--- config.mk ---
export PLATFORM = sky130hd
export DESIGN_NAME = stepper_axis_position_controller_flat
export DESIGN_NICKNAME = d
export VERILOG_FILES = /design/src/design/sapc_pkg.sv /design/src/design/sapc_if.sv /design/src/design/sapc_step.sv /design/src/design/stepper_axis_position_controller.sv /design/src/flat_wrapper.sv
export SDC_FILE = /design/constraint.sdc
export NUM_CORES = 1
export LEC_CHECK = 0
export ABC_AREA = 1
export BUFFER_PORTS_ARGS = -buffer_cell sky130_fd_sc_hd__buf_2
export CAP_MARGIN = 20
export CELL_PAD_IN_SITES_DETAIL_PLACEMENT = 0
export CELL_PAD_IN_SITES_GLOBAL_PLACEMENT = 1
export CORE_MARGIN = 5
export CORE_UTILIZATION = 40
export DETAILED_ROUTE_END_ITERATION = 16
export MAX_ROUTING_LAYER = met4
export PLACE_DENSITY_LB_ADDON = 0.1
export SYNTH_ARGS = -nofsm -noshare
export SYNTH_HDL_FRONTEND = slang
export SYNTH_SLANG_ARGS = --single-unit
--- constraint.sdc ---
create_clock -name clk -period 4.53 [get_ports clk]
set_input_delay 0.2265 -clock clk [delete_from_list [all_inputs] [get_ports clk]]
set_output_delay 0.2265 -clock clk [all_outputs]
set_load 0.02 [all_outputs]
--- src/design/sapc_pkg.sv ---
`timescale 1ns / 1ps

package sapc_pkg;

	localparam int unsigned PosW   = 32;
	localparam int unsigned FieldW = 32;

	typedef logic signed [PosW-1:0]   pos_t;
	typedef logic signed [FieldW-1:0] field_t;

	typedef enum logic [2:0] {
		OP_TICK     = 3'd0,
		OP_MOVE_REL = 3'd1,
		OP_MOVE_ABS = 3'd2,
		OP_HOME     = 3'd3,
		OP_STOP     = 3'd4,
		OP_ENABLE   = 3'd5,
		OP_DISABLE  = 3'd6,
		OP_ZERO     = 3'd7
	} op_t;

	typedef enum logic [2:0] {
		ST_DISABLED = 3'd0,
		ST_IDLE     = 3'd1,
		ST_MOVING   = 3'd2,
		ST_TOP      = 3'd3,
		ST_BOTTOM   = 3'd4
	} status_t;

	typedef enum logic [0:0] {
		CFG_SWITCHES_ACTIVE_LOW = 1'b0,
		CFG_DIRECTION_INVERTED  = 1'b1
	} cfg_idx_t;

	typedef struct packed {
		op_t    op;
		field_t amount;
		logic   home_upward;
		logic   top_switch_level;
		logic   bottom_switch_level;
		logic   step_due;
	} cmd_t;

	typedef struct packed {
		logic       step_pulse;
		logic       dir_pin;
		logic       driver_enabled;
		logic [2:0] status;
		field_t     position;
		field_t     target;
	} res_t;

	typedef struct packed {
		pos_t    position_count;
		pos_t    target_count;
		logic    homing_active;
		logic    homing_up;
		logic    moving_up;
		logic    enabled_flag;
		status_t status_code;
	} state_t;

endpackage

--- src/design/sapc_if.sv ---
`timescale 1ns / 1ps

interface sapc_cmd_if;
	logic            valid;
	logic            ready;
	sapc_pkg::cmd_t  data;

	modport source (output valid, output data, input ready);
	modport sink   (input valid, input data, output ready);
endinterface

interface sapc_res_if;
	logic            valid;
	logic            ready;
	sapc_pkg::res_t  data;

	modport source (output valid, output data, input ready);
	modport sink   (input valid, input data, output ready);
endinterface

--- src/design/sapc_step.sv ---
`timescale 1ns / 1ps

module sapc_step (
	input  sapc_pkg::state_t cur,
	input  sapc_pkg::cmd_t   cmd,
	input  logic             switches_active_low,
	output sapc_pkg::state_t nxt,
	output logic             step_pulse
);

	sapc_pkg::pos_t amt;
	sapc_pkg::pos_t mv_tgt;
	sapc_pkg::pos_t pos_step;
	logic           top_p;
	logic           bot_p;
	logic           mv_up;
	logic           mv_blk;
	logic           hu_blk;
	logic           hm_blk;
	logic           tk_up;
	logic           tk_blk;
	logic           at_tgt;
	logic           active;
	logic           step_up;

	assign amt    = sapc_pkg::pos_t'(cmd.amount);
	assign top_p  = switches_active_low ? !cmd.top_switch_level : cmd.top_switch_level;
	assign bot_p  = switches_active_low ? !cmd.bottom_switch_level : cmd.bottom_switch_level;
	assign mv_tgt = (cmd.op == sapc_pkg::OP_MOVE_REL) ? cur.position_count + amt : amt;
	assign mv_up  = mv_tgt > cur.position_count;
	assign mv_blk = mv_up ? top_p : bot_p;
	assign hu_blk = cmd.home_upward ? top_p : bot_p;
	assign hm_blk = cur.homing_up ? top_p : bot_p;
	assign tk_up  = cur.target_count > cur.position_count;
	assign tk_blk = tk_up ? top_p : bot_p;
	assign at_tgt = cur.position_count == cur.target_count;
	assign active = cur.homing_active || (cur.status_code == sapc_pkg::ST_MOVING && !at_tgt);
	assign step_up  = cur.homing_active ? cur.homing_up : tk_up;
	assign pos_step = step_up ? cur.position_count + sapc_pkg::pos_t'(1)
	                          : cur.position_count - sapc_pkg::pos_t'(1);

	always_comb begin
		nxt        = cur;
		step_pulse = 1'b0;
		unique case (cmd.op)
			sapc_pkg::OP_TICK: begin
				if (!cur.enabled_flag) begin
					nxt.status_code = sapc_pkg::ST_DISABLED;
				end else if (active && top_p && cur.moving_up) begin
					nxt.homing_active = 1'b0;
					nxt.target_count  = cur.position_count;
					if (cur.homing_up) begin
						nxt.position_count = '0;
						nxt.target_count   = '0;
					end
					nxt.status_code = sapc_pkg::ST_TOP;
				end else if (active && bot_p && !cur.moving_up) begin
					nxt.homing_active = 1'b0;
					nxt.target_count  = cur.position_count;
					if (!cur.homing_up) begin
						nxt.position_count = '0;
						nxt.target_count   = '0;
					end
					nxt.status_code = sapc_pkg::ST_BOTTOM;
				end else if (cur.homing_active && hm_blk) begin
					nxt.homing_active  = 1'b0;
					nxt.position_count = '0;
					nxt.target_count   = '0;
					nxt.status_code    = cur.homing_up ? sapc_pkg::ST_TOP : sapc_pkg::ST_BOTTOM;
				end else if (!cur.homing_active && at_tgt) begin
					nxt.status_code = sapc_pkg::ST_IDLE;
				end else if (!cur.homing_active && tk_blk) begin
					nxt.target_count = cur.position_count;
					nxt.status_code  = tk_up ? sapc_pkg::ST_TOP : sapc_pkg::ST_BOTTOM;
				end else begin
					nxt.moving_up   = step_up;
					nxt.status_code = sapc_pkg::ST_MOVING;
					if (cmd.step_due) begin
						nxt.position_count = pos_step;
						step_pulse         = 1'b1;
					end
				end
			end
			sapc_pkg::OP_MOVE_REL, sapc_pkg::OP_MOVE_ABS: begin
				if (cmd.op == sapc_pkg::OP_MOVE_ABS || amt != '0) begin
					nxt.homing_active = 1'b0;
					nxt.enabled_flag  = 1'b1;
					if (cmd.op == sapc_pkg::OP_MOVE_ABS && amt == cur.position_count) begin
						nxt.target_count = amt;
						nxt.status_code  = sapc_pkg::ST_IDLE;
					end else begin
						nxt.moving_up = mv_up;
						if (mv_blk) begin
							nxt.target_count = cur.position_count;
							nxt.status_code  = mv_up ? sapc_pkg::ST_TOP : sapc_pkg::ST_BOTTOM;
						end else begin
							nxt.target_count = mv_tgt;
							nxt.status_code  = sapc_pkg::ST_MOVING;
						end
					end
				end
			end
			sapc_pkg::OP_HOME: begin
				nxt.homing_up    = cmd.home_upward;
				nxt.moving_up    = cmd.home_upward;
				nxt.enabled_flag = 1'b1;
				nxt.target_count = cur.position_count;
				if (hu_blk) begin
					nxt.homing_active  = 1'b0;
					nxt.position_count = '0;
					nxt.target_count   = '0;
					nxt.status_code    = cmd.home_upward ? sapc_pkg::ST_TOP : sapc_pkg::ST_BOTTOM;
				end else begin
					nxt.homing_active = 1'b1;
					nxt.status_code   = sapc_pkg::ST_MOVING;
				end
			end
			sapc_pkg::OP_STOP: begin
				nxt.target_count  = cur.position_count;
				nxt.homing_active = 1'b0;
				if (cur.enabled_flag) begin
					nxt.status_code = sapc_pkg::ST_IDLE;
				end
			end
			sapc_pkg::OP_ENABLE: begin
				nxt.enabled_flag = 1'b1;
				nxt.status_code  = sapc_pkg::ST_IDLE;
			end
			sapc_pkg::OP_DISABLE: begin
				nxt.enabled_flag  = 1'b0;
				nxt.homing_active = 1'b0;
				nxt.status_code   = sapc_pkg::ST_DISABLED;
			end
			sapc_pkg::OP_ZERO: begin
				nxt.position_count = '0;
				nxt.target_count   = '0;
			end
		endcase
	end

endmodule

--- src/design/stepper_axis_position_controller.sv ---
`timescale 1ns / 1ps

// Single stepper axis position controller.
// cmd: one transaction per tick or command (op, amount, home_upward, raw switch
//   levels, step_due). res: one transaction per cmd transaction, in order, with
//   step_pulse, dir_pin, driver_enabled, status and the position and target left
//   after that item.
// Configuration: cfg_we writes cfg_wdata into register cfg_idx (switch polarity,
//   direction inversion) at the clock edge; write only while no item is in flight.
// Path: a cmd transaction is captured in the input register, evaluated by the step
//   logic and registered into the result register that drives res when res is free.
// Throughput: one item per cycle unless res is held off; the step logic is a single
//   compare/increment/mux layer between the input register and axis state/result registers.
// Stall: while res is held off, the result register keeps its transaction, the input
//   register takes one more item, and cmd.ready drops until res drains.
// Reset (arst_n low): position and target zero, homing off, directions up, driver
//   disabled, status disabled, switches active low, direction not inverted, both
//   pipeline registers empty.
module stepper_axis_position_controller (
	input  logic               clk,
	input  logic               arst_n,
	sapc_cmd_if.sink           cmd,
	sapc_res_if.source         res,
	input  logic               cfg_we,
	input  sapc_pkg::cfg_idx_t cfg_idx,
	input  logic [0:0]         cfg_wdata
);

	sapc_pkg::cmd_t   cmd_s1;
	logic             vld_s1;
	sapc_pkg::state_t state_q;
	sapc_pkg::state_t state_nxt;
	logic             pulse_nxt;
	logic             sw_low_q;
	logic             dir_inv_q;
	sapc_pkg::res_t   res_q;
	logic             res_vld_q;
	logic             adv;

	assign adv       = vld_s1 && (!res_vld_q || res.ready);
	assign cmd.ready = !vld_s1 || adv;
	assign res.valid = res_vld_q;
	assign res.data  = res_q;

	always_ff @(posedge clk or negedge arst_n) begin
		if (!arst_n) begin
			sw_low_q  <= 1'b1;
			dir_inv_q <= 1'b0;
		end else if (cfg_we) begin
			unique case (cfg_idx)
				sapc_pkg::CFG_SWITCHES_ACTIVE_LOW: sw_low_q  <= cfg_wdata[0];
				sapc_pkg::CFG_DIRECTION_INVERTED:  dir_inv_q <= cfg_wdata[0];
			endcase
		end
	end

	always_ff @(posedge clk or negedge arst_n) begin
		if (!arst_n) begin
			vld_s1 <= 1'b0;
		end else if (cmd.ready) begin
			vld_s1 <= cmd.valid;
		end
	end

	always_ff @(posedge clk or negedge arst_n) begin
		if (!arst_n) begin
			cmd_s1 <= '0;
		end else if (cmd.valid && cmd.ready) begin
			cmd_s1 <= cmd.data;
		end
	end

	sapc_step u_step (
		.cur                 (state_q),
		.cmd                 (cmd_s1),
		.switches_active_low (sw_low_q),
		.nxt                 (state_nxt),
		.step_pulse          (pulse_nxt)
	);

	always_ff @(posedge clk or negedge arst_n) begin
		if (!arst_n) begin
			state_q.position_count <= '0;
			state_q.target_count   <= '0;
			state_q.homing_active  <= 1'b0;
			state_q.homing_up      <= 1'b1;
			state_q.moving_up      <= 1'b1;
			state_q.enabled_flag   <= 1'b0;
			state_q.status_code    <= sapc_pkg::ST_DISABLED;
			res_vld_q              <= 1'b0;
		end else begin
			if (adv) begin
				state_q <= state_nxt;
			end
			if (adv) begin
				res_vld_q <= 1'b1;
			end else if (res.ready) begin
				res_vld_q <= 1'b0;
			end
		end
	end

	always_ff @(posedge clk) begin
		if (adv) begin
			res_q.step_pulse     <= pulse_nxt;
			res_q.dir_pin        <= state_nxt.moving_up ^ dir_inv_q;
			res_q.driver_enabled <= state_nxt.enabled_flag;
			res_q.status         <= state_nxt.status_code;
			res_q.position       <= sapc_pkg::FieldW'(state_nxt.position_count);
			res_q.target         <= sapc_pkg::FieldW'(state_nxt.target_count);
		end
	end

endmodule

--- src/flat_wrapper.sv ---
// flat-port wrapper written by rule: the top's interface ports become plain ports
module stepper_axis_position_controller_flat 
  (clk, arst_n, cfg_we, cfg_idx, cfg_wdata, cmd_valid, cmd_data, cmd_ready, res_valid, res_data, res_ready);
  sapc_cmd_if cmd_i ();
  sapc_res_if res_i ();
  input  logic clk;
  input  logic arst_n;
  input  logic cfg_we;
  input  sapc_pkg::cfg_idx_t cfg_idx;
  input  logic [0:0] cfg_wdata;
  input wire logic [$bits(cmd_i.valid)-1:0] cmd_valid;
  input wire logic [$bits(cmd_i.data)-1:0] cmd_data;
  output wire logic [$bits(cmd_i.ready)-1:0] cmd_ready;
  output wire logic [$bits(res_i.valid)-1:0] res_valid;
  output wire logic [$bits(res_i.data)-1:0] res_data;
  input wire logic [$bits(res_i.ready)-1:0] res_ready;
  assign cmd_i.valid = cmd_valid;
  assign cmd_i.data = cmd_data;
  assign cmd_ready = cmd_i.ready;
  assign res_valid = res_i.valid;
  assign res_data = res_i.data;
  assign res_i.ready = res_ready;
  stepper_axis_position_controller u_core (.clk(clk), .arst_n(arst_n), .cmd(cmd_i), .res(res_i), .cfg_we(cfg_we), .cfg_idx(cfg_idx), .cfg_wdata(cfg_wdata));
endmodule
==> run summary, run 1 <==
sky130_fd_sc_hd__nand2_1 is the most common cell in the netlist. The worst path needs 4.93 ns of the cycle, external delays included. After Yosys synthesis, XOR and XNOR cells account for 2.19% of the synthesized area. After detailed routing, the number of vias per cell comes to 5.58. The tools report the post-route core utilization as 54.1%.

The number of max-slew violations in the final report came out at 0. Cell with the biggest individual delay on the critical path: sky130_fd_sc_hd__dfrtp_1. From bottom edge to top edge, the die measures 212 microns. Post-CTS clock slew at the launch and capture registers of the worst setup and hold paths: 0.08 ns.

For the number of global-route vias before repair, the log shows 18,600. For the max-cap violation count, the log shows 0. Among all flip-flop cells after synthesis, the most frequent one is sky130_fd_sc_hd__dfrtp_1. The final reports fail on setup timing.

The area growth from synthesis to layout is 34.4%. The number of clock sinks seen by CTS is 184, and the placer congestion estimate is 1.03. The longest clock path from root to sink contains 2 buffers.

The number of warning messages in the yosys log is 0, and the ratio of cells with drive above 1 in the final layout is 27.0%. TritonCTS built the clock tree. The count of different cell masters after synthesis came out at 59. The cell taking the most area after synthesis was sky130_fd_sc_hd__dfrtp_1. The multi-input combinational cell area came out at 11,100 sq um.

Area enclosed by the die boundary: 45,100 sq um. The most used routing layer is met2. The port buffer count is 117. For this run, the total global-route usage over all layers was measured as 34.0%.

The synthesized design contains 184 register bits. Registers take 4970 sq um. Entering global routing, the biggest net connects 89 pins. STA puts the critical path data arrival time at 5.22 ns.

The tree is rooted in a sky130_fd_sc_hd__clkbuf_16. The number of cells after detailed placement was 3,264. Of the total synthesized cell area, the portion taken by AND, OR, NAND and NOR gates is 30.7%. Detailed placement finished with a half-perimeter wire length of 58.7 mm. The number of setup violations in the final report came out at 71. Sequential elements use 30.3% of the synthesized area. The number of H-tree levels is 4, and the setup skew after layout is 0.0154 ns. The run finished, with violations left. The region available for standard cell placement spans 40,600 sq um. For the final hold violation count, the log shows 0. The run gives 2,587 as the net count after synthesis. Ranked by total cell area, the synthesized netlist is headed by sky130_fd_sc_hd__dfrtp_1, sky130_fd_sc_hd__nand2_1, sky130_fd_sc_hd__edfxtp_1. For this configuration, the core starts out at a cell density of 40.3%.

The run gives 75.5 mm as the final routed wirelength across all metal layers. Synthesis produced a netlist whose cell count is 2,444. After synthesis, the share of flip-flops with an asynchronous set or reset is 62.0%. The final routed wire length divided by cell count came out at 22.3 microns. The worst-case hold slack came out at 0.200 ns. Buffers inserted during clock tree synthesis total 17.

The cell area that synthesis handed to floorplanning was 16,400 sq um. The count of nets left with antenna violations once routing finished came out at 0. In this run the core area contains 74 standard-cell rows. After synthesis, the most frequently instantiated cells are sky130_fd_sc_hd__nand2_1, sky130_fd_sc_hd__a21oi_1, sky130_fd_sc_hd__inv_1. Global routing finished with a remaining overflow of 0. During I/O placement, the number of pins put on the boundary was 118.

Total number of vias: 18,900. At the later pin of the worst-skew pair, clock insertion delay measures 0.52 ns. The pin slew with the least headroom to its limit was 1.07 ns. The final period utilization is 109%, and the area share of fa/ha/maj cells after synthesis is 7.46%.

The worst-case setup margin in the final layout was -0.404 ns. After synthesis, the largest family of logic cells by area is simple AND/OR/NAND/NOR gates. Measured against the total synthesized area, the mux share comes to 1.03%.

STA puts the critical path data required time at 4.81 ns. Setup repair after global routing could not meet its margin everywhere. The worst setup path is launched from a flip-flop.

Number of antenna violations at the first check in global routing: 2. The final layout contains 2,984 nets. The compound-gate portion of the synthesized area works out to 19.9%.

The remaining max-slew budget at the tightest pin came out at 27.4%. The nature of the critical path endpoint is a flip-flop. The first-pass iteration count of the detailed router was 6.

The synthesized design contains 70 enable-type register cells. For met2 alone, demand over resource in global routing was 55.9%. In this run, the number of DRC markers left after iteration 0 of detailed routing was 1,582.

In this design, the stage delay of the slowest critical-path cell is 0.38 ns. Each instance of the synthesized netlist takes up on average 6.70 sq um. The critical path is of the flip-flop to flip-flop type. For this run, the top clock speed supported by timing is 203 MHz. The first global-routing pass estimated 112 mm of wire.

The largest fanout on the critical path works out to 6. The top cell type by area accounts for 17.0% of the synthesized area. After detailed routing, the number of remaining DRC violations is 0. The met3 track utilization from global routing was 5.77%; the final standard cell count with taps included and fillers excluded was 3,387. Global routing used 40.1% of the available met1 tracks. The layout has 4,050 filler cells.

The tightest min-delay check is of the input pin to async pin type. From left edge to right edge, the die measures 212 microns.
==> metrics by stage <==
stage          setup slack [ns]  cell area, sq um  TNS [ns]
2_1_floorplan            0.0260             16400         0
3_3_place_gp             -0.549             19500    -30.61
3_5_place_dp             -0.689             19500    -39.76
4_1_cts                  -0.493             21300    -25.88
5_1_grt                  -0.710             22000    -42.74
6_report                 -0.404             22000    -18.24
==> registers in the layout (all words and copies together), names as in the netlist <==
name	count
u_core.res.valid	1
u_core.dir_inv_q	1
u_core.vld_s1	1
u_core.sw_low_q	1
u_core.cmd_s1	39
u_core.res.data	70
u_core.state_q	71
==> final timing paths <==
kind / slack (ns) / end / cells past startpoint / start
max reg2reg: -0.40 / u_core.res.data[23]$_DFFE_PP_ / 31 / u_core.state_q[57]$_DFFE_PN0P_
max in group asynchronous: 3.21 / u_core.state_q[66]$_DFFE_PN0P_ / 3 / arst_n
min in group clk: 0.48 / u_core.cmd_s1[24]$_DFFE_PN0P_ / 3 / cmd_data[24]
max: -0.40 / u_core.res.data[23]$_DFFE_PP_ / 31 / u_core.state_q[57]$_DFFE_PN0P_
min: 0.20 / u_core.cmd_s1[34]$_DFFE_PN0P_ / 2 / arst_n
min reg2reg: 0.53 / u_core.cmd_s1[2]$_DFFE_PN0P_ / 1 / u_core.cmd_s1[2]$_DFFE_PN0P_
==> area by class of cell <==
type                            instances  share of cell area (%)
Multi-Input combinational cell       1914                    50.5
Clock buffer                           19                    2.06
Timing Repair Buffer                  509                    17.5
Antenna cell                            1                  0.0114
Tap cell                              532                    3.02
Clock inverter                         13                   0.568
Sequential cell                       184                    22.6
Inverter                              215                    3.79
==> cell families (layout without fill, tap and decap cells) <==
family,after synthesis,after routing
compound gates,573,573
xor+xnor,40,40
fa+ha+maj,97,97
buf+inv,346,756
flops,184,184
mux,15,15
other cells,0,1
simple gates,1189,1189
==> layout by cell type, fill, tap and decap left out, types with 22 or more instances in the layout <==
| cell | count |
|---|---|
| sky130_fd_sc_hd__a21oi_1 | 216 |
| sky130_fd_sc_hd__a21oi_2 | 22 |
| sky130_fd_sc_hd__buf_2 | 116 |
| sky130_fd_sc_hd__buf_4 | 326 |
| sky130_fd_sc_hd__dfrtp_1 | 103 |
| sky130_fd_sc_hd__dlygate4sd3_1 | 45 |
| sky130_fd_sc_hd__edfxtp_1 | 70 |
| sky130_fd_sc_hd__ha_1 | 75 |
| sky130_fd_sc_hd__inv_1 | 205 |
| sky130_fd_sc_hd__nand2_1 | 689 |
| sky130_fd_sc_hd__nand2_2 | 65 |
| sky130_fd_sc_hd__nand3_1 | 106 |
| sky130_fd_sc_hd__nand4_1 | 30 |
| sky130_fd_sc_hd__nor2_1 | 172 |
| sky130_fd_sc_hd__o211ai_1 | 22 |
| sky130_fd_sc_hd__o21ai_0 | 154 |
| sky130_fd_sc_hd__o21ai_1 | 34 |
| sky130_fd_sc_hd__o41ai_1 | 27 |
| sky130_fd_sc_hd__xor2_1 | 32 |
==> worst max-delay path: cells and delay by family, from the launching register on <==
kind | cells | cell delay, ns
fa+ha+maj | 2 | 0.59
compound gates | 11 | 1.39
simple gates | 10 | 1.08
buf+inv | 7 | 1.09
flops | 1 | 0.38
xor+xnor | 1 | 0.16
==> repair_timing <==
| action | CTS | global route |
|---|---|---|
| hold buffers | 45 | 0 |
| resized for setup | 128 | 124 |
| cloned | 3 | 0 |
| endpoints found under the setup margin | 73 | 104 |
| hold endpoints to repair | 71 | 0 |
| setup buffers | 23 | 21 |
| pin swaps | 55 | 69 |
==> per-layer routing <==
metal	up-vias	wire [microns]	share of wire, %
met5	-	0	0
met4	0	4450	5.9
met3	179	4450	5.9
met2	691	36100	48
met1	8985	30500	40
li1	9059	-	-
Power of run 1 is not shown: default switching activity piles up to over one toggle a cycle in this logic, so the estimate is an artifact.
==> run 2: changes to the inputs <==
--- a/config.mk
+++ b/config.mk
@@ -11,7 +11,7 @@
 export CELL_PAD_IN_SITES_DETAIL_PLACEMENT = 0
 export CELL_PAD_IN_SITES_GLOBAL_PLACEMENT = 1
 export CORE_MARGIN = 5
-export CORE_UTILIZATION = 40
+export CORE_UTILIZATION = 45
 export DETAILED_ROUTE_END_ITERATION = 16
 export MAX_ROUTING_LAYER = met4
 export PLACE_DENSITY_LB_ADDON = 0.1
==> constraint.sdc (replaced) <==
create_clock -name clk -period 5.4 [get_ports clk]
set_input_delay 0.27 -clock clk [delete_from_list [all_inputs] [get_ports clk]]
set_output_delay 0.27 -clock clk [all_outputs]
set_load 0.02 [all_outputs]
==> run 2 against run 1 <==
  * The run now ends clean
  * Maximum frequency shrank 4.0%
  * Non-clock buffer count shrank 273
  * Via count down 4.6%
  * Setup slack improved by 0.67 ns
  * Critical path type unchanged
  * First-iteration DRC count up 8.4%
==> run summary, run 2 (same netlist as run 1, synthesis figures left out) <==
Critical register-to-register path endpoint: u_core.state_q[22]$_DFFE_PN0P_. The later pin in the worst-skew pair is clocked with a latency of 0.48 ns. The number of global-route vias before repair was 17,200. Once detail routing completed, the nets flagged for antenna violations numbered 0. The final period utilization is 95.2%, and the die width is 201 microns. The run gives 4 as the number of H-tree levels. Pin placement for this block handled 118 I/O pins. The first-pass iteration count of the detailed router is 6. At the pin with the least slew margin, the transition time is 1.07 ns.

From synthesis to final layout, the design area changed by 15.5%. The number of DRC markers in iteration 0 is 1,715, and the number of clock sinks seen by CTS is 184. For this block, the routed nets add up to 69.1 mm of wire. The register with the most flip-flops was u_core.state_q. The critical path's most frequent cell was sky130_fd_sc_hd__nand2_1.

Post-CTS clock slew at the launch and capture registers of the worst setup and hold paths: 0.09 ns. The worst register-to-register path has a depth of 34. The region available for standard cell placement spans 35,700 sq um. For this run, the top clock speed supported by timing is 195 MHz.

For the total length of routed met3 wires, the log shows 4.39 mm. Routability-driven placement finished with a final weighted congestion of 1.02. The setup check on the worst reg-to-reg path leaves a slack of 0.26 ns. The tools report the number of max-slew violations in the final report as 0. Setup slack on the critical path of the routed design comes to 0.262 ns.

The worst hold path begins at cmd_data[20]. TritonCTS built the clock tree. The run finished with clean final reports. The max-cap violation count came out at 0. Nature of the critical path endpoint: a flip-flop. Measured along the y axis, the die boundary spans 201 microns. After detailed routing, the average wire length per cell comes to 22.7 microns.

The run gives 40,300 sq um as the area enclosed by the die boundary. For this block, wires on met1 add up to 28.1 mm. The flip-flop count of the largest register, all copies and words added was 71; the critical path data arrival time was 5.45 ns. The first global-routing pass estimated 103 mm of wire.

The nature of the critical path startpoint is a flip-flop. The highest signal layer in the routed design is met4. The initial utilization of the core area, before any placement, comes to 45.8%. After floorplanning, the core was divided into 69 placement rows. Detailed routing placed a total of 32.6 mm of wire on met2. Worst hold endpoint: u_core.cmd_s1[20]$_DFFE_PN0P_. The total DRC errors in the routed layout came out at 0.

Category of the critical setup timing path: flip-flop to flip-flop. The number of antenna violations at the first check in global routing came out at 3. The largest single stage delay on the critical path is 0.43 ns. The setup skew after layout was 0.0207 ns; the worst hold path stage count was 2. The logs give 3,659 for the final-layout fill cell count and 2,711 for the number of nets in the final layout. The finished layout holds 3,045 standard cells, fillers aside. The ratio of cells with drive above 1 in the final layout is 16.7%, and the largest fanout on the critical path is 20.

In the layout the commonest cells are sky130_fd_sc_hd__nand2_1, sky130_fd_sc_hd__a21oi_1, sky130_fd_sc_hd__inv_1. The remaining max-slew budget at the tightest pin was 27.5%; the largest net degree at the start of global routing was 117. The logs give 5.71 ns for the worst endpoint required time and 34.3% for the overall routing resource usage. Kind of path behind the tightest hold check: input pin to flip-flop. The run gives 0 as the final hold violation count. The number of buffers inserted during clock tree synthesis is 17, and the pre-CTS setup slack is -0.00964 ns. On the critical path, the stage with the largest delay is an instance of sky130_fd_sc_hd__dfrtp_1.

The maximum clock insertion buffer count is 2. For the number of setup violations in the final report, the log shows 0. The number of cells after detailed placement was 2,996. In this run the tool buffered the top-level ports with 117 buffer cells. The minimum period implied by the final worst setup slack is 5.14 ns, and the detailed-route vias per instance is 5.93. The tools report the reg-to-reg startpoint as u_core.state_q[55]$_DFFE_PN0P_.

The run gives 0 as the overall overflow remaining after global route. The library cell used most frequently in the layout, excluding fill and tap cells, is sky130_fd_sc_hd__nand2_1. CTS placed an instance of sky130_fd_sc_hd__clkbuf_16 at the clock tree root. The HPWL after detailed placement is 54.2 mm. The total number of vias is 18,000.
==> run 2: what timing repair did <==
action	CTS	global route
hold endpoints to repair	22	0
setup buffers	0	11
hold buffers	3	0
gates resized for setup	1	91
pin swaps	0	17
endpoints found under the setup margin	7	68
==> run 2: per-layer routing <==
layer / up-vias / GRT usage [%]
li1: 8487 / -
met1: 8540 / 42.0
met2: 833 / 55.6
met3: 184 / 5.12
met4: 0 / 16.8
met5: - / -
==> run 2: cell type report <==
type / instances / area [sq um] / area share [%]
multi-input combinational: 1914 / 10500 / 55.2
clock inverter: 14 / 145 / 0.767
sequential: 184 / 4960 / 26.2
inverter: 215 / 815 / 4.31
clock buffer: 18 / 429 / 2.27
timing repair buffer: 236 / 1530 / 8.11
antenna: 3 / 7.51 / 0.0397
tap: 461 / 577 / 3.05
==> run 2: worst max-delay path by stage <==
stage / cells past startpoint / from / slack [ns] / endpoint
final: 34 / u_core.state_q[55]$_DFFE_PN0P_ / 0.26 / u_core.state_q[22]$_DFFE_PN0P_
after global routing: 34 / u_core.state_q[40]$_DFFE_PN0P_ / -0.03 / u_core.state_q[22]$_DFFE_PN0P_
after CTS: 32 / u_core.cmd_s1[19]$_DFFE_PN0P_ / 0.03 / u_core.res.data[30]$_DFFE_PP_
after detailed placement: 33 / u_core.state_q[39]$_DFFE_PN0P_ / -0.01 / u_core.state_q[22]$_DFFE_PN0P_
after global placement: 33 / u_core.state_q[39]$_DFFE_PN0P_ / 0.009 / u_core.res.data[25]$_DFFE_PP_
after floorplan: 32 / u_core.state_q[39]$_DFFE_PN0P_ / 0.62 / u_core.res.data[27]$_DFFE_PP_
==> run 2: stage by stage <==
stage | TNS, ns | hold slack, ns | area, sq um | util [%]
finish | 0 | 0.0172 | 18900 | 52.9
global route | -0.155 | 0.0213 | 18900 | 52.9
CTS | 0 | 0.000585 | 18400 | 51.5
detailed placement | -0.0135 | 0.473 | 17800 | 49.8
global placement | 0 | 0.472 | 17800 | 49.8
floorplan | 0 | -0.0256 | 16400 | -
==> run 2: worst max-delay path, delay by kind of cell (launching register included) <==
family | cells | cell delay [ns]
simple gates | 20 | 2.55
compound gates | 5 | 0.63
fa+ha+maj | 2 | 0.59
buf+inv | 5 | 0.51
flops | 1 | 0.43
xor+xnor | 2 | 0.29
Power of run 2 is left out for the same reason.
